$ cat src/apa_pkg.sv
// shared constants, types and the control store for the apa102 frame generator
// no dependencies; imported by apa_seq, apa102_led_frame_generator and the testbench
`timescale 1ns / 1ps

package apa_pkg;

   localparam int NUM_LEDS = 3;
   localparam int LED_W = (NUM_LEDS > 1) ? $clog2(NUM_LEDS) : 1;
   localparam int START_BYTES = 4;
   localparam int CNT_W = $clog2(START_BYTES);
   localparam int PC_W = 3;

   localparam logic [4:0] FULL_BRIGHT = 5'd31;
   localparam logic [7:0] HDR_MARK = 8'b1110_0000;
   localparam logic [7:0] BYTE_ZERO = 8'h00;
   localparam logic [7:0] BYTE_ONES = 8'hFF;

   // request codes
   localparam logic [1:0] REQ_SAMPLE = 2'd0;
   localparam logic [1:0] REQ_CHAN = 2'd1;
   localparam logic [1:0] REQ_LED = 2'd2;

   // byte source select
   localparam logic [2:0] SRC_ZERO = 3'd0;
   localparam logic [2:0] SRC_HDR = 3'd1;
   localparam logic [2:0] SRC_BLUE = 3'd2;
   localparam logic [2:0] SRC_GREEN = 3'd3;
   localparam logic [2:0] SRC_RED = 3'd4;
   localparam logic [2:0] SRC_ONES = 3'd5;

   // sequencing conditions
   localparam logic [1:0] COND_NEXT = 2'd0;
   localparam logic [1:0] COND_REPEAT = 2'd1;
   localparam logic [1:0] COND_LED = 2'd2;
   localparam logic [1:0] COND_DONE = 2'd3;

   typedef struct packed {
      logic [4:0] bright;
      logic [7:0] red;
      logic [7:0] green;
      logic [7:0] blue;
   } led_type;

   typedef struct packed {
      logic [2:0] src;
      logic last;
      logic [1:0] cond;
      logic [PC_W-1:0] target;
   } ctrl_type;

   typedef struct packed {
      logic active;
      logic [2:0] src;
      logic last;
      logic [LED_W-1:0] led;
   } step_type;

   function automatic ctrl_type ucode_rom(input logic [PC_W-1:0] pc);
      ctrl_type w;
      w = '{src: SRC_ZERO, last: 1'b0, cond: COND_DONE, target: '0};
      case (pc)
         3'd0: w = '{src: SRC_ZERO, last: 1'b0, cond: COND_REPEAT, target: '0};
         3'd1: w = '{src: SRC_HDR, last: 1'b0, cond: COND_NEXT, target: '0};
         3'd2: w = '{src: SRC_BLUE, last: 1'b0, cond: COND_NEXT, target: '0};
         3'd3: w = '{src: SRC_GREEN, last: 1'b0, cond: COND_NEXT, target: '0};
         3'd4: w = '{src: SRC_RED, last: 1'b0, cond: COND_LED, target: 3'd1};
         3'd5: w = '{src: SRC_ONES, last: 1'b0, cond: COND_NEXT, target: '0};
         3'd6: w = '{src: SRC_ONES, last: 1'b1, cond: COND_DONE, target: '0};
         default: w = '{src: SRC_ZERO, last: 1'b0, cond: COND_DONE, target: '0};
      endcase
      return w;
   endfunction

endpackage

$ cat src/apa_seq.sv
// microcoded frame sequencer: step counter, repeat and led counters, control store
// depends on apa_pkg
`timescale 1ns / 1ps

module apa_seq (
   input logic clock,
   input logic reset,
   input logic go,
   output apa_pkg::step_type step_o
);
   import apa_pkg::*;

   logic [PC_W-1:0] pc_ff, pc_in;
   logic [CNT_W-1:0] cnt_ff, cnt_in;
   logic [LED_W-1:0] led_ff, led_in;
   logic run_ff, run_in;
   ctrl_type word;

   assign word = ucode_rom(pc_ff);

   always_comb begin
      pc_in = pc_ff;
      cnt_in = cnt_ff;
      led_in = led_ff;
      run_in = run_ff;
      if (go) begin
         run_in = 1'b1;
         pc_in = '0;
         cnt_in = '0;
         led_in = '0;
      end else if (run_ff) begin
         case (word.cond)
            COND_NEXT: pc_in = pc_ff + PC_W'(1);
            COND_REPEAT: begin
               if (cnt_ff == CNT_W'(START_BYTES - 1)) begin
                  cnt_in = '0;
                  pc_in = pc_ff + PC_W'(1);
               end else begin
                  cnt_in = cnt_ff + CNT_W'(1);
               end
            end
            COND_LED: begin
               if (led_ff == LED_W'(NUM_LEDS - 1)) begin
                  led_in = '0;
                  pc_in = pc_ff + PC_W'(1);
               end else begin
                  led_in = led_ff + LED_W'(1);
                  pc_in = word.target;
               end
            end
            COND_DONE: run_in = 1'b0;
            default: run_in = 1'b0;
         endcase
      end
   end

   always_ff @(posedge clock) begin
      if (reset) begin
         pc_ff <= '0;
         cnt_ff <= '0;
         led_ff <= '0;
         run_ff <= 1'b0;
      end else begin
         pc_ff <= pc_in;
         cnt_ff <= cnt_in;
         led_ff <= led_in;
         run_ff <= run_in;
      end
   end

   assign step_o.active = run_ff;
   assign step_o.src = word.src;
   assign step_o.last = word.last;
   assign step_o.led = led_ff;

endmodule

$ cat src/apa102_led_frame_generator.sv
// top level: led color store, button handling, frame byte output
// depends on apa_pkg and apa_seq
`timescale 1ns / 1ps

// A level sample (req_type 0) is accepted when start is high and busy is low. It
// updates the selected channel of the selected led, sets that led to full
// brightness, and then produces one frame of 4 + 4*NUM_LEDS + 2 bytes (18 for three
// leds), one byte per cycle on rsp_spi_byte with rsp_strobe high, the first byte on
// the ports from the clock edge that follows the accepting edge. rsp_last_byte marks
// the final end byte. busy stays high while the microprogram steps through the
// frame, one step per byte, and the next item can be accepted as soon as busy is
// low again, so a new sample is taken only once the sequencer is through the last
// frame; button presses (req_type 1 and 2) are taken when busy is low and produce
// nothing, and req_type 3 is ignored. The receiver cannot stall: every strobed byte
// must be taken in its cycle.
module apa102_led_frame_generator (
   input logic clock,
   input logic reset,
   input logic start,
   output logic busy,
   input logic [1:0] req_type,
   input logic [7:0] req_sample,
   output logic rsp_strobe,
   output logic [7:0] rsp_spi_byte,
   output logic rsp_last_byte
);
   import apa_pkg::*;

   localparam logic [1:0] CHAN_RED = 2'd0;
   localparam logic [1:0] CHAN_GREEN = 2'd1;
   localparam logic [1:0] CHAN_BLUE = 2'd2;

   led_type led_store_ff [NUM_LEDS];
   led_type led_store_in [NUM_LEDS];
   logic [LED_W-1:0] sel_led_ff, sel_led_in;
   logic [1:0] sel_chan_ff, sel_chan_in;
   logic strobe_ff, strobe_in;
   logic [7:0] byte_ff, byte_in;
   logic last_ff, last_in;
   logic accept;
   logic go;
   step_type step;
   led_type cur;

   apa_seq u_seq (
      .clock(clock),
      .reset(reset),
      .go(go),
      .step_o(step)
   );

   assign busy = step.active;
   assign accept = start && !step.active;
   assign go = accept && (req_type == REQ_SAMPLE);

   always_comb begin
      led_store_in = led_store_ff;
      sel_led_in = sel_led_ff;
      sel_chan_in = sel_chan_ff;
      if (accept) begin
         case (req_type)
            REQ_SAMPLE: begin
               case (sel_chan_ff)
                  CHAN_RED: led_store_in[sel_led_ff].red = req_sample;
                  CHAN_GREEN: led_store_in[sel_led_ff].green = req_sample;
                  CHAN_BLUE: led_store_in[sel_led_ff].blue = req_sample;
                  default: ;
               endcase
               led_store_in[sel_led_ff].bright = FULL_BRIGHT;
            end
            REQ_CHAN: sel_chan_in = (sel_chan_ff == CHAN_BLUE) ? CHAN_RED
                                                               : sel_chan_ff + 2'd1;
            REQ_LED: sel_led_in = (sel_led_ff == LED_W'(NUM_LEDS - 1)) ? '0
                                                                        : sel_led_ff + LED_W'(1);
            default: ;
         endcase
      end
   end

   assign cur = led_store_ff[step.led];

   always_comb begin
      strobe_in = step.active;
      last_in = step.active && step.last;
      case (step.src)
         SRC_ZERO: byte_in = BYTE_ZERO;
         SRC_HDR: byte_in = HDR_MARK | {3'b000, cur.bright};
         SRC_BLUE: byte_in = cur.blue;
         SRC_GREEN: byte_in = cur.green;
         SRC_RED: byte_in = cur.red;
         SRC_ONES: byte_in = BYTE_ONES;
         default: byte_in = BYTE_ZERO;
      endcase
   end

   always_ff @(posedge clock) begin
      if (reset) begin
         for (int i = 0; i < NUM_LEDS; i++) begin
            led_store_ff[i] <= '0;
         end
         sel_led_ff <= '0;
         sel_chan_ff <= CHAN_RED;
         strobe_ff <= 1'b0;
         last_ff <= 1'b0;
      end else begin
         led_store_ff <= led_store_in;
         sel_led_ff <= sel_led_in;
         sel_chan_ff <= sel_chan_in;
         strobe_ff <= strobe_in;
         last_ff <= last_in;
      end
   end

   always_ff @(posedge clock) begin
      byte_ff <= byte_in;
   end

   assign rsp_strobe = strobe_ff;
   assign rsp_spi_byte = byte_ff;
   assign rsp_last_byte = last_ff;

endmodule

$ cat config.mk
export PLATFORM = sky130hd
export DESIGN_NAME = apa102_led_frame_generator
export DESIGN_NICKNAME = d
export VERILOG_FILES = /design/src/apa_pkg.sv /design/src/apa_seq.sv /design/src/apa102_led_frame_generator.sv
export SDC_FILE = /design/constraint.sdc
export NUM_CORES = 1
export LEC_CHECK = 0
export ABC_AREA = 1
export BUFFER_PORTS_ARGS = -buffer_cell sky130_fd_sc_hd__buf_2
export CAP_MARGIN = 20
export CORE_UTILIZATION = 60
export CTS_CLUSTER_SIZE = 14
export DETAILED_ROUTE_END_ITERATION = 12
export PLACE_DENSITY = 0.78
export SLEW_MARGIN = 20
export SYNTH_ARGS = -nofsm -noshare
export SYNTH_HDL_FRONTEND = slang
export SYNTH_HIERARCHICAL = 1
export SYNTH_SLANG_ARGS = --single-unit
$ cat constraint.sdc
create_clock -name clock -period 1.95 [get_ports clock]
set_input_delay 0.195 -clock clock [delete_from_list [all_inputs] [get_ports clock]]
set_output_delay 0.195 -clock clock [all_outputs]
set_load 0.05 [all_outputs]
==> reports/metrics.cfg, run 1 <==
[route]
drtPass1Iterations = 5
drt_wl_total_um = 13500
drt-initial-drc-count = 354
via_per_inst = 5.492
drt-wirelength-per-cell_um = 14.65
drc_errors = 0
vias = 5058
drtAntennaViolNets = 0

[timing]
fmax_mhz = 553.8
setup_viol_count_final = 0
max_slew_margin_pct = 59.05
setup_slack_ps = 144.2
fin_skew_ps = 16.83
final-hold-violation-count = 0
slew_viol_final = 0
fin_tns_setup_ps = 0
fin_crit_ps = 1806
post-route-period-util_pct = 92.60
worst_pin_slew_ps = 614.3
rsz0062_at_grt = false

[synthesis]
synth_top_family_by_area = simple AND/OR/NAND/NOR gates
synth-simple-area-share_pct = 36.05
synth_enable_flop_cells = 0
synth_area_leaders = dfxtp_1 (42%), nand2_1 (16%), nor2_1 (12%), o21ai_0 (8.2%), a21oi_1 (3.5%)
syn-num-nets = 810
post_synth_instance_area_mm2 = 0.005210
synthMuxAreaShare_pct = 0
ys_seq_elements = 109
yosysSeqAreaShare_pct = 41.88
synth_xor_area_share_pct = 0
synth-compound-area-share_pct = 13.71
synth_cells = 791
synthDistinctLibCells = 29
synthAdderAreaFrac_pct = 1.441
avgSynthCellArea_um2 = 6.587
synth_top_area_share_pct = 41.88
synth_top_area_cell = dfxtp_1
synthArstFlopShare_pct = 0
synth_ff_type = dfxtp_1
ys_warn_count = 6

[power_and_ir_drop]
power_frac_clock_pct = 34.8
p_leak_nw = 2.697
power.density_mw_per_mm2 = 687.9
p_sw_mw = 1.059
ir_drop_mv = 0.5430
switching_share_pct = 27.21
sequentialPowerShare_pct = 58.6
p_int_mw = 2.833
combPwrFrac_pct = 6.6

[floorplanning]
design.portCount = 24
die-area_mm2 = 0.009060
core_mm2 = 0.008299
die_h_um = 95.19
rows = 33
start_util_pct = 62.78
die_w_um = 95.19

[setup_path]
cp_slowest_cell = dfxtp_2
critPathMostFrequentCell = nand2_1
cpLargestDelayFamily = simple AND/OR/NAND/NOR gates
worst-path-stages = 14
cpPeakStageDelay_ps = 380
worstSetupPathType = flip-flop to flip-flop
cp_max_fo = 11
crit_arrival_ps = 2130
required_ps = 2280
critPathBufInv = 4
r2r_cells = 14
start_kind = flip-flop
worstPathCellList = inv_1, ha_1, nand2_2, nand3_1, inv_1, nand2_1, nor2_1, buf_4, nand2_1, nand2_1, nand2_1, nand2_1, inv_1, nand2_1
end_kind = flip-flop

[clocking]
cts_buffers = 9
cts_max_level = 3
cts-root-buf = clkbuf_8
hold_buffers = 0
cts_tree = done
clkTransAtPathRegs_ps = 110
clock-sinks = 109
clockBufferDepth = 2
clk_latency_ps = 390

[layout]
syn2layout_area_growth_pct = 8.622
final_cell_mix = nand2_1 (218), nor2_1 (167), dfxtp_1 (108), o21ai_0 (85), inv_1 (48)
fin_area_mm2 = 0.005659
final_common_cell = nand2_1
utilization_pct = 68.19
drive_above_1_share_pct = 12.99
antennaDiodeCount = 0
final_cells = 921
nets = 830

[placement]
port_buffers = 23
place_congestion = 0.8859
dp_cells = 905
dpl_worst_slack_ps = 159.8
hpwlAfterDp_um = 9578
postPlaceCellArea_mm2 = 0.005455

[global_route]
grt_max_degree = 74
grt_pass1_vias = 4641
grt_first_pass_wirelength_um = 21760
overflow = 0
grt_usage_pct = 31.63
antenna_found_initial = 0

[outcome]
outcome = finished, final reports clean

[worst_hold_path]
hold_depth = 2
worstHoldPathType = input pin to flip-flop

[job]
maxCapViolations = 0

==> stage by stage <==
step	power [mW]	hold slack [ps]
floorplan	2.504	267.4
global placement	2.577	442.9
detailed placement	2.584	454.0
CTS	3.914	129.1
global route	4.023	159.7
finish	3.893	141.6
==> synthesized netlist by cell type (4+ instances only) <==
library cell,n
a21oi_1,36
buf_1,6
buf_2,4
clkbuf_1,19
dfxtp_1,109
ha_1,6
inv_1,48
inv_2,12
nand2_1,218
nand2_2,11
nand3_1,20
nor2_1,169
nor2_2,8
nor2_4,8
o21a_1,5
o21ai_0,85
o21ai_1,11
==> flip-flops by register name, summed over array words and instances, names as in the netlist <==
register and cells:
led_store_ff 87, rsp_spi_byte 8, u_seq/pc_ff 3, sel_chan_ff 2
sel_led_ff 2, u_seq/cnt_ff 2, u_seq/led_ff 2, rsp_last_byte 1
rsp_strobe 1, u_seq/run_ff 1
==> final timing paths <==
check / startpoint / to / slack (ps)
worst max-delay path: u_seq/pc_ff[0] / rsp_spi_byte[0] / 140
worst min-delay path: reset / rsp_strobe / 140
worst max register to register: u_seq/pc_ff[0] / rsp_spi_byte[0] / 140
worst min register to register: led_store_ff[86] / led_store_ff[86] / 460
==> what timing repair did <==
| action | in CTS | in global routing |
|---|---|---|
| endpoints found under the hold margin | 0 | 0 |
| gates resized for setup | 0 | 3 |
| setup endpoints to repair | 0 | 4 |
| setup buffers | 0 | 0 |
==> kinds of logic after synthesis <==
group / count (synthesis)
AND/OR/NAND/NOR: 444
flip-flops: 109
adder cells (fa/ha/maj): 6
AO/OA/AOI/OAI: 139
buffers and inverters: 93
==> metal layers <==
| layer | up-vias | part of all wire (%) | global-route usage, % | wire length, um |
|---|---|---|---|---|
| li1 | 2509 | - | - | - |
| met1 | 2325 | 43 | 40.08 | 5826 |
| met2 | 182 | 47 | 52.26 | 6398 |
| met3 | 42 | 6.4 | 5.263 | 859 |
| met4 | 0 | 3.0 | 14.77 | 410 |
| met5 | - | 0 | 0 | 0 |
==> layout make-up <==
| type | instances | area [um^2] |
|---|---|---|
| clock buffers | 9 | 123.9 |
| clock inverters | 7 | 73.82 |
| fillers | 740 | 2640 |
| inverters | 63 | 239.0 |
| multi-input cells | 589 | 2673 |
| flip-flops and latches | 109 | 2183 |
| well taps | 105 | 131.4 |
| repair buffers | 39 | 235.2 |
==> power by group through the flow <==
stage | Clock [mW] | Sequential (mW) | Combinational, mW
global route | 1.45 | 2.29 | 0.282
floorplan | 0 | 2.33 | 0.176
finish | 1.35 | 2.28 | 0.258
detailed placement | 0 | 2.33 | 0.252
CTS | 1.38 | 2.28 | 0.253
global placement | 0 | 2.33 | 0.246
Power figures use the tool's default switching activity.
==> run 2: changes to the inputs <==
Settings changed: CORE_UTILIZATION 60 to 25, PLACE_DENSITY 0.78 to 0.39.
==> run 2 against run 1 <==
  * Worst hold slack got worse by 110 ps
  * Via count decreased by 4.3%
  * Clock skew decreased by 3.8 ps
  * Final cell count increased by 20%
  * First-iteration DRC count decreased by 11%
  * Wire length increased by 27%
  * Critical path depth decreased by 1
  * Total power increased by 17%
  * Critical path type unchanged
  * Largest power group unchanged
==> reports/metrics.cfg, run 2 (synthesis gave the netlist of run 1 again) <==
[layout]
fin_area_mm2 = 0.006167
antennaDiodeCount = 0
drive_above_1_share_pct = 15.09
largest_reg_flops = 87
final-seq-area_mm2 = 0.002182
fill_cells = 2292
final_common_cell = nand2_1
regMostFlops = led_store_ff
final_cell_mix = nand2_1 (218), nor2_1 (166), dfxtp_1 (109), o21ai_0 (85), inv_1 (47)
syn2layout_area_growth_pct = 18.37
multiInputGateArea_mm2 = 0.002686
nets = 849

[clocking]
clockBufferDepth = 2
clkTransAtPathRegs_ps = 80
cts_max_level = 3
cts_tree = done
clock-sinks = 109
cts-root-buf = clkbuf_16
cts_buffers = 9
clk_latency_ps = 370

[floorplanning]
die-area_mm2 = 0.02142
die_w_um = 146.4
die_h_um = 146.4
rows = 52
start_util_pct = 25.58
core_mm2 = 0.02036
design.portCount = 24

[route]
drtPass1Iterations = 4
via_per_inst = 4.383
drt-initial-drc-count = 314
drtAntennaViolNets = 0
vias = 4843
drt-wirelength-per-cell_um = 15.51
drt_wl_total_um = 17130
drc_errors = 0

[setup_path]
crit_arrival_ps = 2090
r2r-start = u_seq/pc_ff[0]
cp_max_fo = 5
r2r_cells = 13
required_ps = 2270
end_kind = flip-flop
r2r_slack_ps = 170
worstSetupPathType = flip-flop to flip-flop
start_kind = flip-flop
r2r_end = rsp_spi_byte[0]

[worst_hold_path]
worstHoldPathType = input pin to flip-flop
hold_depth = 2
hp-start = reset
worst_hold_path.endpoint = rsp_strobe

[job]
maxCapViolations = 0

[power_and_ir_drop]
p_leak_nw = 2.848
sequentialPowerShare_pct = 49.9
combPwrFrac_pct = 6.3
ir_drop_mv = 0.4432
power.density_mw_per_mm2 = 740.4
power.total_mw = 4.566
p_sw_mw = 1.172
power_frac_clock_pct = 43.8
p_int_mw = 3.394
switching_share_pct = 25.67

[timing]
fin_skew_ps = 13.05
setup_viol_count_final = 0
post-route-period-util_pct = 91.26
final-hold-violation-count = 0
fin_hold_ws_ps = 28.11
fin_crit_ps = 1780
max_slew_margin_pct = 68.62
slew_viol_final = 0
worst_pin_slew_ps = 467.1
rsz0062_at_grt = true
fmax_mhz = 561.9
setup_slack_ps = 170.3

[global_route]
overflow = 0
grt_usage_pct = 16.74
antenna_found_initial = 0
grt_pass1_vias = 4690
grt_first_pass_wirelength_um = 27170
grt_max_degree = 74

[outcome]
outcome = finished, final reports clean

[placement]
place_congestion = 0.7774
port_buffers = 23
dpl_worst_slack_ps = -128.0
postPlaceCellArea_mm2 = 0.005822
hpwlAfterDp_um = 12030

## run 2: per-layer routing
metal	global-route usage [%]	vias up	wire length, um
met5	0	-	0
li1	-	2556	-
met3	1.906	15	444
met1	23.61	2223	8684
met4	5.365	0	240
met2	26.52	49	7763
## run 2: cell type report
type	count	area share, %
clock inverter	6	1.217
timing repair buffer	58	6.614
clock buffer	10	3.875
sequential	109	35.38
multi-input combinational	589	43.56
inverter	63	3.875
tap	270	5.478
## run 2: metrics by stage
| step | std cells | utilization [%] | setup TNS (ps) |
|---|---|---|---|
| after detailed placement | 1088 | 28.59 | -390.3 |
| after CTS | 1104 | 30.15 | 0 |
| after floorplan | 791 | - | 0 |
| after global placement | 1088 | 28.59 | -191.7 |
| final | 1105 | 30.28 | 0 |
| after global routing | 1105 | 30.28 | -22.15 |
## run 2: power by group through the flow
stage	clock network [mW]	logic [mW]	registers (mW)
floorplan	0	0.176	2.33
global placement	0	0.295	2.33
detailed placement	0	0.292	2.33
CTS	2.06	0.293	2.28
global route	2.17	0.321	2.28
finish	2.00	0.287	2.28
## run 2: critical path, cell delays in order (launching register included)
cell     delay (ps)
dfxtp_1         330
ha_1            200
ha_1            200
nor2_2          110
nand2_1          80
buf_4           150
nor3_4          210
buf_6           150
nand2_1          50
nand2_1          60
nand2_1          50
nand2_1          70
inv_1            30
nand2_1          50
## run 2: repair_timing
item | CTS | global route
gates cloned | 0 | 1
buffers inserted | 0 | 0
gates resized for setup | 2 | 7
setup endpoints to repair | 7 | 7
hold buffers | 0 | 0
hold endpoints to repair | 0 | 0
## run 2: worst max path at each step
stage	end	cells after the start	from	slack, ps
finish	rsp_spi_byte[0]	13	u_seq/pc_ff[0]	170
global route	rsp_spi_byte[0]	13	u_seq/pc_ff[0]	-20
CTS	rsp_spi_byte[0]	13	u_seq/pc_ff[0]	80
global placement	rsp_spi_byte[0]	13	u_seq/pc_ff[0]	-90
floorplan	rsp_spi_byte[0]	11	u_seq/pc_ff[2]	250
detailed placement	rsp_spi_byte[0]	13	u_seq/pc_ff[0]	-130
==> run 3: changes to the inputs <==
Clock period 1.95 ns to 1.77 ns, I/O delays scaled along.
==> run 3 against run 2 <==
  * Worst setup slack got worse by 99 ps
  * Total power rose by 10%
  * Via count rose by 1.5%
  * Worst hold slack got worse by 3.0 ps
  * Combinational power rose by 15%
  * First-iteration DRC count fell by 16%
  * Clock skew fell by 5.4 ps
  * Critical path type unchanged
  * Largest cell class unchanged
==> reports/metrics.cfg, run 3 (synthesis gave the netlist of run 1 again) <==
[timing]
fin_crit_ps = 1699
fmax_mhz = 588.5
fin_skew_ps = 7.669
fin_tns_setup_ps = 0
worst_pin_slew_ps = 504.5
post-route-period-util_pct = 96.00
setup_viol_count_final = 0
max_slew_margin_pct = 66.11
slew_viol_final = 0
final-hold-violation-count = 0
rsz0062_at_grt = true

[global_route]
grt_pass1_vias = 4560
antenna_found_initial = 0
grt_first_pass_wirelength_um = 27280
grt_usage_pct = 16.88
grt_max_degree = 66
overflow = 0

[setup_path]
end_kind = flip-flop
critPathMostFrequentCell = nand2_1
cpPeakStageDelay_ps = 360
worstSetupPathType = flip-flop to flip-flop
required_ps = 2080
worstPathCellList = ha_4, ha_4, a21o_1, buf_6, nor3_4, buf_6, nand2_2, nand2_2, nand2_1, nand2_1, inv_1, nand2_1
cp_slowest_cell = dfxtp_4
crit_arrival_ps = 2010
start_kind = flip-flop
cp_max_fo = 5

[layout]
fin_area_mm2 = 0.006369
final_cell_mix = nand2_1 (212), nor2_1 (166), dfxtp_1 (106), o21ai_0 (85), inv_1 (46)
regMostFlops = led_store_ff
antennaDiodeCount = 0
final_common_cell = nand2_1
largest_reg_flops = 87
multiInputGateArea_mm2 = 0.002754
final-seq-area_mm2 = 0.002188
syn2layout_area_growth_pct = 22.24
drive_above_1_share_pct = 18.37
fill_cells = 2268
nets = 863
utilization_pct = 31.27
final_cells = 1119

[floorplanning]
rows = 52
die_h_um = 146.4
design.portCount = 24
die-area_mm2 = 0.02142
core_mm2 = 0.02036
die_w_um = 146.4
start_util_pct = 25.58

[clocking]
cts-root-buf = clkbuf_16
clock-sinks = 109
clkTransAtPathRegs_ps = 70
cts_buffers = 9
cts_tree = done
clockBufferDepth = 2
clk_latency_ps = 360
cts_max_level = 3

[power_and_ir_drop]
p_leak_nw = 2.929
ir_drop_mv = 0.4834
power.density_mw_per_mm2 = 789.9
power.total_mw = 5.031

[placement]
postPlaceCellArea_mm2 = 0.005887
port_buffers = 23
dp_cells = 1095
place_congestion = 0.7673
hpwlAfterDp_um = 12170

[job]
maxCapViolations = 0

[outcome]
outcome = finished, final reports clean

[worst_hold_path]
worstHoldPathType = input pin to flip-flop

[route]
vias = 4915
drtPass1Iterations = 5
drt-initial-drc-count = 264
drt_wl_total_um = 17390
drt-wirelength-per-cell_um = 15.54
drc_errors = 0
drtAntennaViolNets = 0
via_per_inst = 4.392

==> run 3: area by class of cell <==
class	instances	area share [%]
Clock buffer	12	4.185
Clock inverter	4	0.8448
Inverter	63	3.792
Multi-Input combinational cell	589	43.24
Sequential cell	109	34.36
Tap cell	270	5.305
Timing Repair Buffer	72	8.271
==> run 3: stage by stage <==
| stage | hold WS (ps) | setup WS [ps] |
|---|---|---|
| 6_report | 25.09 | 70.87 |
| 5_1_grt | 21.51 | -28.70 |
| 4_1_cts | 9.974 | 19.25 |
| 3_5_place_dp | 394.7 | -343.2 |
| 3_3_place_gp | 391.5 | -311.1 |
| 2_1_floorplan | 249.4 | 74.82 |
==> run 3: repair_timing <==
| action | in CTS | in global routing |
|---|---|---|
| setup endpoints to repair | 8 | 14 |
| resized for setup | 8 | 25 |
| setup buffers | 2 | 5 |
| gates cloned | 1 | 1 |
| pin swaps | 3 | 13 |
| hold buffers | 0 | 0 |
==> run 3: worst paths after layout <==
path / cells after the start / slack, ps / from / end
hold reg to reg: 2 / 460 / led_store_ff[85] / led_store_ff[85]
setup / recovery: 12 / 70 / u_seq/pc_ff[0] / rsp_spi_byte[0]
hold / removal: 2 / 30 / reset / rsp_strobe
setup reg to reg: 12 / 70 / u_seq/pc_ff[0] / rsp_spi_byte[0]
==> run 3: layer usage <==
layer  GRT usage (%)  vias to the layer above  part of all wire [%]
met5               0                        -                     0
met4           5.313                        0                   1.2
met3           1.906                       15                   3.1
met2           26.60                       74                    46
met1           23.98                     2242                    50
li1                -                     2584                     -
==> run 3: worst max-delay path, delay by kind of cell, from the launching register on <==
| kind | cells | cell delay (ps) |
|---|---|---|
| and+or+nand+nor | 6 | 470 |
| buffers and inverters | 3 | 310 |
| adders and majority gates | 2 | 310 |
| DFF | 1 | 360 |
| AOI/OAI and AO/OA | 1 | 180 |
==> run 3: power by group <==
group          internal (mW)  switching (mW)
clock network           1.22           0.975
logic                 0.0980           0.233
registers               2.48          0.0214
